===== config.mk =====
export PLATFORM = sky130hd
export DESIGN_NAME = tfn_sqrt_cell
export DESIGN_NICKNAME = d
export VERILOG_FILES = /design/src/hw/rtl/tfn_pkg.sv /design/src/hw/rtl/tfn_sqrt_cell.sv
export SDC_FILE = /design/constraint.sdc
export NUM_CORES = 1
export LEC_CHECK = 0
export BUFFER_PORTS_ARGS = -buffer_cell sky130_fd_sc_hd__buf_2
export CORE_MARGIN = 2
export CORE_UTILIZATION = 35
export CTS_CLUSTER_DIAMETER = 60
export DETAILED_ROUTE_END_ITERATION = 8
export SYNTH_ARGS = -nofsm -noshare
export SYNTH_HDL_FRONTEND = slang
export SYNTH_SLANG_ARGS = --single-unit

===== constraint.sdc =====
create_clock -name clk -period 5.3 [get_ports clk]
set_input_delay 0.795 -clock clk [delete_from_list [all_inputs] [get_ports clk]]
set_output_delay 0.795 -clock clk [all_outputs]
set_load 0.05 [all_outputs]

===== src/hw/rtl/tfn_pkg.sv =====
package tfn_pkg;

  // Normalised magnitude width before the length calculation
  localparam int Q_BITS = 30;
  // Sum of three squares of Q_BITS values, and the root that it gives
  localparam int SUM_W  = 2 * Q_BITS + 2;
  localparam int ROOT_W = Q_BITS + 1;

  // Control travelling alongside each item
  typedef struct packed {
    logic       valid;
    logic       degen;
    logic [2:0] neg;
  } tfn_ctl_t;

endpackage


===== src/hw/rtl/tfn_sqrt_cell.sv =====
// One bit of a restoring integer square root
module tfn_sqrt_cell import tfn_pkg::*; #(
  parameter int BIT_IDX = 0
) (
  input  logic                   clk,
  input  logic                   rst_n,
  input  tfn_ctl_t               ctl_i,
  input  logic [SUM_W-1:0]       rem_i,
  input  logic [SUM_W-1:0]       res_i,
  input  logic [2:0][Q_BITS-1:0] q_i,
  output tfn_ctl_t               ctl_o,
  output logic [SUM_W-1:0]       rem_o,
  output logic [SUM_W-1:0]       res_o,
  output logic [2:0][Q_BITS-1:0] q_o
);

  localparam logic [SUM_W-1:0] BIT = SUM_W'(1) << (2 * BIT_IDX);

  tfn_ctl_t               ctl_r;
  logic [SUM_W-1:0]       rem_r, rem_nxt;
  logic [SUM_W-1:0]       res_r, res_nxt;
  logic [2:0][Q_BITS-1:0] q_r;
  logic [SUM_W-1:0]       trial;

  // Trial subtract of the current root bit
  always_comb begin
    trial = res_i + BIT;
    if (rem_i >= trial) begin
      rem_nxt = rem_i - trial;
      res_nxt = (res_i >> 1) + BIT;
    end else begin
      rem_nxt = rem_i;
      res_nxt = res_i >> 1;
    end
  end

  always_ff @(posedge clk) begin
    if (!rst_n) begin
      ctl_r <= '0;
    end else begin
      ctl_r <= ctl_i;
    end
  end

  always_ff @(posedge clk) begin
    rem_r <= rem_nxt;
    res_r <= res_nxt;
    q_r   <= q_i;
  end

  assign ctl_o = ctl_r;
  assign rem_o = rem_r;
  assign res_o = res_r;
  assign q_o   = q_r;

endmodule


==> metrics <==
width of the die=183 um; area delta synth->final=39.8%; placed inst area=0.0148 mm^2; total global routing track utilization=26.8%; # clock sinks=219; sequential share of power=34.2%; commonest non-fill, non-tap cell in the layout=buf_2; Fin. Hold Viols=0; clk slew on worst S/H paths=0.06 ns; Layout fillers=3091; PwrDens=343 mW/mm^2; Slew Limit Fails=0; CP required=5.75 ns; largest net degree at the start of global routing=41; status=finished clean; largest family of logic cells by synthesized area=simple AND/OR/NAND/NOR gates; hold_buf cts=0; min Tclk post-route=4.78 ns; Power Total=5.40 mW; Core ar.=0.0316 mm^2; Die Y=183 um; grt total ovfl=0; Netlist Area Pre-Place=0.0113 mm^2; compound-cell area share of the yosys netlist=15.2%; Clk network pwr share=34.7%; Starting Density=35.6%; cts repair resizes=0; fin crit share=90.3%; DR WL/cell=20.4 um; Synth Area in Adders=7.28%; part of the Yosys area used for sequential elements=38.9%; GPL Wtd Cong=0.968; boundary pin count=440; Simple-Gate Fraction of Synth Area=21.9%; Logic pwr share=31.1%; DR iter-0 viols=792; hold depth=1; post-CTS setup buffer count=0; Startpoint Class=input pin; highest cell delay on the worst timing path=0.39 ns; mux share of post-synthesis cell area=0.0999%; number of flops mapped to enable cells by yosys=0; Net Count, Synth=1614; max_slew headroom=47.1%; Yosys cell types=74; Least-Margin Pin Slew=0.791 ns; crit-path cells=buf_2, ha_1, nand2_1, nor2_1, nand2_1, nor2_1, nand4_1, nor4_1, buf_4, nand2_1, xor2_1, ha_1, nand4_2, nand2b_1, o221a_2, a21o_1, a31oi_1, o31ai_4, buf_4, a211oi_4, buf_12, nand2_1, xnor2_1; maximum VDD drop=0.245 mV; Synth Warn #=0; CP endpoint kind=flip-flop; Slowest-stage cell, CP=ha_1; vias in the first global route=11900; setup TNS=0 ns; Yosys reg bits=219; fin nets=2165; worst-path maximum fanout=19; FP Rows=65; die area=0.0337 mm^2; most frequent cells in the layout=439 x buf_2, 219 x dfxtp_1, 148 x nand2_1; max-cap viol count=0; DRT Wirelength=47.1 mm; CTS Buf Count=28; most used cell, CP=nand2_1; critical path data arrival time=5.23 ns; share of post-route cells with drive strength above 1=33.9%; router iterations before antenna repair=5; switch share=36.4%; root buffer cell=clkbuf_16; Hold WS=0.336 ns; count of final setup violators=0; Max Freq=0.209 GHz; HPWL Detailed=39.2 mm; initial antenna violation count=4; port bufs=439; P_int=3.43 mW; antenna viol nets, final=0; detailed-route DRC error count=0; DR vias=12000; Psw=1.97 mW; unrepaired setup endpoints after global routing=no; CTS tree=done; Mean Syn Cell Area=8.49 um^2; Worst Hold Class=input pin to flip-flop; vias per cell=5.22; Most used DFF post-synth=dfxtp_1; design area=0.0158 mm^2; Max clock buf depth=3; Syn Inst Count=1328; Crit Path Class=input pin to flip-flop; hold path start=q_i[25]; ys async rst share=0%; H-Tree Depth=1; XOR/XNOR share of the synthesized area=13.5%; leakage=7.20 nW; first-pass GRT wire length=68.2 mm; Worst Slack Setup Final=0.516 ns; WHS Endpoint=q_o[25]; post-place setup slack=-0.0300 ns
## kinds of logic after synthesis
logic type      count (synthesis)
simple gates                  508
compound gates                279
flops                         219
xor+xnor                      174
buf+inv                        82
fa+ha+maj                      65
mux                             1
## per-stage QoR
| stage | util (%) | std cells |
|---|---|---|
| 2_1_floorplan | - | 1328 |
| 5_1_grt | 49.8 | 2303 |
| 4_1_cts | 49.8 | 2299 |
| 3_3_place_gp | 46.9 | 2251 |
| 6_report | 49.8 | 2303 |
| 3_5_place_dp | 46.9 | 2251 |
## final cells by class
class	count	area (um^2)	share of cell area (%)
Timing Repair Buffer	576	3300	20.9
Clock buffer	36	761	4.83
Multi-Input combinational cell	1027	6550	41.6
Inverter	27	101	0.643
Clock inverter	12	154	0.976
Tap cell	402	503	3.19
Sequential cell	219	4380	27.8
Antenna cell	4	10.0	0.0635
## per-layer routing
layer  wire, um  track usage (%)  part of all wire, %
met3       2950             3.90                  6.3
met4       2470             12.8                  5.3
met5          0                0                    0
met1      17600             29.9                   37
met2      24000             49.7                   51
## worst max-delay path, delay by kind of cell
kind	cells	cell delay (ns)
AND/OR/NAND/NOR	10	1.54
AO/OA/AOI/OAI	5	1.18
buffers and inverters	4	0.68
adder cells (fa/ha/maj)	2	0.60
XOR/XNOR	2	0.43
## synthesized netlist by cell type, drive strengths merged, types with 6 or more instances
library cell    n  area, um^2
nand2         150         566
a211oi          9        85.1
nor4           11        75.1
xor2           72         631
clkbuf         29         113
a21o           23         173
o211ai          8        60.1
o21ai          58         290
or4             8        60.1
and4           10        87.6
and2           14        87.6
nor2          129         487
dfxtp         219        4380
inv            27         101
buf            26         133
nand3          48         240
nor2b           8        50.1
and3           22         144
nand4          53         338
o21bai         12        90.1
xnor2         102         893
nor3           30         155
a21oi         125         626
a31oi          10        62.6
or3             6        37.5
ha             64         801
## registers in the layout, indices dropped and copies added (netlist names)
register / flops
rem_o: 62
res_o: 62
ctl_o: 5
q_o: 90
## power groups by stage
stage          clock network, mW  logic (mW)  registers (mW)
2_1_floorplan                  0       0.559            2.42
3_3_place_gp                   0        1.67            1.88
3_5_place_dp                   0        1.67            1.88
4_1_cts                     1.92        1.68            1.85
5_1_grt                     1.98        1.79            1.86
6_report                    1.88        1.68            1.85
## how the worst max path moves through the flow
stage                    from         to  cells past startpoint
global placement     res_i[9]  res_o[13]                     20
floorplan           res_i[20]  res_o[27]                     19
finish               res_i[2]  res_o[13]                     23
detailed placement   res_i[2]  res_o[13]                     23
global route         res_i[9]  rem_o[61]                     20
CTS                  res_i[2]  res_o[13]                     23
Power figures use the tool's default switching activity.
