===== src/hw/rtl/tfn_pkg.sv =====
package tfn_pkg;

  // Normalised magnitude width before the length calculation
  localparam int Q_BITS = 30;
  // Sum of three squares of Q_BITS values, and the root that it gives
  localparam int SUM_W  = 2 * Q_BITS + 2;
  localparam int ROOT_W = Q_BITS + 1;

  // Control travelling alongside each item
  typedef struct packed {
    logic       valid;
    logic       degen;
    logic [2:0] neg;
  } tfn_ctl_t;

endpackage


===== src/hw/rtl/tfn_div_cell.sv =====
// One quotient bit of a restoring divide, three lanes sharing a divisor
module tfn_div_cell import tfn_pkg::*; #(
  parameter int K     = 0,
  parameter int NUM_W = 46,
  parameter int DEN_W = 32,
  parameter int QW    = 15
) (
  input  logic                  clk,
  input  logic                  rst_n,
  input  tfn_ctl_t              ctl_i,
  input  logic [DEN_W-1:0]      den_i,
  input  logic [2:0][NUM_W-1:0] rem_i,
  input  logic [2:0][QW-1:0]    quo_i,
  output tfn_ctl_t              ctl_o,
  output logic [DEN_W-1:0]      den_o,
  output logic [2:0][NUM_W-1:0] rem_o,
  output logic [2:0][QW-1:0]    quo_o
);

  tfn_ctl_t              ctl_r;
  logic [DEN_W-1:0]      den_r;
  logic [2:0][NUM_W-1:0] rem_r, rem_nxt;
  logic [2:0][QW-1:0]    quo_r, quo_nxt;
  logic [NUM_W-1:0]      dsh;

  // Divisor aligned to this quotient bit
  always_comb begin
    dsh     = NUM_W'(den_i) << K;
    rem_nxt = rem_i;
    quo_nxt = quo_i;
    for (int l = 0; l < 3; l++) begin
      if (rem_i[l] >= dsh) begin
        rem_nxt[l]    = rem_i[l] - dsh;
        quo_nxt[l][K] = 1'b1;
      end
    end
  end

  always_ff @(posedge clk) begin
    if (!rst_n) begin
      ctl_r <= '0;
    end else begin
      ctl_r <= ctl_i;
    end
  end

  always_ff @(posedge clk) begin
    den_r <= den_i;
    rem_r <= rem_nxt;
    quo_r <= quo_nxt;
  end

  assign ctl_o = ctl_r;
  assign den_o = den_r;
  assign rem_o = rem_r;
  assign quo_o = quo_r;

endmodule

===== config.mk =====
export PLATFORM = sky130hd
export DESIGN_NAME = tfn_div_cell
export DESIGN_NICKNAME = d
export VERILOG_FILES = /design/src/hw/rtl/tfn_pkg.sv /design/src/hw/rtl/tfn_div_cell.sv
export SDC_FILE = /design/constraint.sdc
export NUM_CORES = 1
export LEC_CHECK = 0
export BUFFER_PORTS_ARGS = -buffer_cell sky130_fd_sc_hd__clkbuf_2
export CAP_MARGIN = 20
export CORE_AREA = 2 2 171 173
export DETAILED_ROUTE_END_ITERATION = 12
export DIE_AREA = 0 0 173 175
export PLACE_DENSITY = 0.72
export SLEW_MARGIN = 20
export SYNTH_ARGS = -nofsm -noshare
export SYNTH_HDL_FRONTEND = slang
export SYNTH_SLANG_ARGS = --single-unit

===== constraint.sdc =====
create_clock -name clk -period 3 [get_ports clk]
set_input_delay 0.15 -clock clk [delete_from_list [all_inputs] [get_ports clk]]
set_output_delay 0.15 -clock clk [all_outputs]
set_load 0.01 [all_outputs]

==> metrics.md <==
| Metric | Value |
|---|---|
| First-pass GRT wire length | `76.9 mm` |
| Dpl hpwl | `38.2 mm` |
| CP required | `3.42 ns` |
| CTS Sinks | `220` |
| Most used DFF post-synth | `dfxtp_1` |
| Peak Freq | `344 MHz` |
| Initial antenna violation count | `7` |
| Fraction of layout cells with a size suffix above 1 | `0.321` |
| Pre-CTS WS | `-0.259 ns` |
| Least-Margin Pin Slew | `0.624 ns` |
| Clock Power Share | `0.342` |
| Mapped Cells | `1,400` |
| WL/cell | `19.3 µm` |
| Number of placement rows | `62` |
| Nets | `2,541` |
| Post-Syn Area | `11,800 µm²` |
| DRT Wirelength | `50.7 mm` |
| # port buffers | `441` |
| Drc violations | `0` |
| Grt ovf | `0` |
| Synth area leader | `dfxtp_1` |
| Die Height | `175 µm` |
| Finished Layout Cells | `2,631` |
| Critical Path Source Type | `primary input` |
| Largest cells by area after synthesis | `dfxtp_1 (37%), ha_1 (10%), a21oi_1 (5.5%), nand2_1 (4.8%), xor2_1 (4.8%)` |
| Synth warn | `0` |
| Drt via density | `5.24` |
| Post-synth EDFFs | `0` |
| Yosys top cell area share | `0.372` |
| Clock-pin slew of the registers on the worst-case setup and hold paths | `0.06 ns` |
| Final setup vio count | `0` |
| Unrepaired setup endpoints after global routing | `yes` |
| Comb pwr share | `0.306` |
| Vias in the first global route | `14,000` |
| Min Tclk post-route | `2.91 ns` |
| LEAKAGE | `9.07 nW` |
| Critical path fanouts, max | `40` |
| Core area | `28,400 µm²` |
| FILL cells | `2,362` |
| Period utilization | `0.969` |
| NetSw | `3.12 mW` |
| CP arrival | `3.33 ns` |
| Worst vdd ir | `443 µV` |
| DIE WIDTH | `173 µm` |
| Setup WS post-layout | `0.0940 ns` |
| Flop pwr share | `0.352` |
| Rel. slew slack | `0.578` |
| Slew Viols, Final | `0` |
| Initial core utilization | `0.417` |
| Worst setup EP type | `flip-flop` |
| Antenna Nets Post-Route | `0` |
| Iter 0 DRT Violations | `883` |
| GRT Overall Usage | `0.320` |
| Placed cells | `2,349` |
| CTS tree | `yes` |
| Final hold vios | `0` |
| Worst setup path class | `in2reg` |
| Via count | `13,800` |
| MaxCap Viol Count | `0` |
| Mapped Nets | `1,721` |
| Pin count of the biggest net entering global routing | `41` |
| Power Density | `517 nW/µm²` |
| CTS Root Cell | `clkbuf_16` |
| # IOs | `442` |
| Area growth syn-to-layout | `61.4%` |
| Netlist cell types | `75` |
| Switching Fraction | `0.316` |
| Number of synthesized register bits | `220` |
| Pre-antenna DRT Iters | `5` |
| Internal power | `6.75 mW` |
| Max clock buf depth | `3` |
| Fraction of registers with async set/reset | `0` |
| Hold Path Class | `in2reg` |
| Syn avg cell area | `8.46 µm²` |
| RD Place Congestion | `0.965` |
| Die area | `30,300 µm²` |
| Status | `finished clean` |
| Register area share after synthesis | `0.372` |
| H-tree depth | `1` |
| CTS Buf Count | `26` |
[worst max-delay path, stage by stage]
cell and delay, ns:
dlygate4sd3_1 0.56, clkbuf_2 0.14, ha_1 0.31, nand4_1 0.14, or4_4 0.52, or4_1 0.54
a31oi_4 0.35, buf_12 0.25, mux2_2 0.37
[metal layers]
| layer | GRT usage | vias up | wire length [µm] |
|---|---|---|---|
| met4 | 0.140 | 0 | 2170 |
| li1 | - | 6622 | - |
| met2 | 0.581 | 594 | 25300 |
| met3 | 0.0537 | 123 | 3320 |
| met1 | 0.371 | 6450 | 19900 |
| met5 | 0 | - | 0 |
[layout make-up]
cell class | count | area (µm²) | area share
well taps | 384 | 480 | 0.0251
diodes | 7 | 17.5 | 0.000916
flip-flops and latches | 220 | 4400 | 0.230
clock inverters | 14 | 170 | 0.00890
repair buffers | 848 | 5910 | 0.309
inverters | 62 | 233 | 0.0122
multi-input cells | 1062 | 7150 | 0.374
clock buffers | 34 | 752 | 0.0393
[per-stage QoR]
step / hold slack [ns] / instance area, µm² / TNS [ns] / utilization / power (mW)
floorplan: 0.178 / 11800 / 0 / - / 4.87
global placement: 0.252 / 15700 / -5.68 / 0.554 / 6.19
detailed placement: 0.254 / 15700 / -13.61 / 0.554 / 6.21
CTS: -0.152 / 18900 / 0 / 0.666 / 9.81
global route: 0.0222 / 19100 / -0.00346 / 0.673 / 10.3
finish: 0.0229 / 19100 / 0 / 0.673 / 9.88
[cells in the final DEF, fill, tap and decap left out, drive strengths merged, types with 4 or more instances in the layout]
cell,Yosys,final
buf,20,181
nor3,36,36
o21ai,112,112
nor2b,8,8
and2,6,6
inv,62,64
nand4,27,27
nand2b,14,14
a221o,4,4
diode,0,7
and3,14,14
clkinv,0,5
a211oi,7,7
o21a,10,10
o21bai,14,14
ha,96,96
o31ai,4,4
clkinvlp,0,4
or3,9,9
or4,8,8
clkbuf,36,476
nand3,33,33
xnor2,64,64
nand2,152,152
a21oi,131,131
or2,5,5
dlygate4sd3,0,225
a21o,32,32
xor2,65,65
mux2,12,12
nor4b,5,5
dfxtp,220,220
o211ai,10,10
nor4,14,14
nor3b,5,5
a31oi,20,20
nor2,96,96
[flip-flops by register name, summed over array words and instances (netlist names)]
name   flops
quo_o     45
rem_o    138
ctl_o      5
den_o     32
[power by group through the flow]
stage / logic (mW) / registers (mW) / clock network (mW)
2_1_floorplan: 1.18 / 3.69 / 0
3_3_place_gp: 2.66 / 3.53 / 0
3_5_place_dp: 2.68 / 3.53 / 0
4_1_cts: 2.94 / 3.47 / 3.40
5_1_grt: 3.26 / 3.50 / 3.54
6_report: 3.02 / 3.48 / 3.37
[Yosys cell counts, drive strengths merged (20+ instances only)]
cell / instances
nand3: 33
clkbuf: 36
buf: 20
inv: 62
o21ai: 112
dfxtp: 220
nand2: 152
nor3: 36
a31oi: 20
a21o: 32
xnor2: 64
nand4: 27
xor2: 65
ha: 96
a21oi: 131
nor2: 96
[logic make-up (layout without fill, tap and decap cells)]
group	after synthesis	in the layout	synth area share
flops	220	220	0.372
other cells	0	7	0
buf+inv	118	958	0.0400
simple gates	441	441	0.180
fa+ha+maj	99	99	0.106
xor+xnor	129	129	0.0954
compound gates	379	379	0.193
mux	14	14	0.0131
[repair_timing]
action | in CTS | in global routing
hold buffers | 224 | 1
setup buffers | 0 | 1
setup endpoints to repair | 0 | 103
gates resized for setup | 0 | 33
endpoints found under the hold margin | 220 | 1
[worst paths after layout]
path | from | endpoint | slack (ns) | cells after the start
setup / recovery | rem_i[59] | rem_o[54]$_DFF_P_ | 0.09 | 9
hold / removal | rem_i[92] | rem_o[92]$_DFF_P_ | 0.02 | 4
No activity file was read; power rests on OpenSTA's default activity.
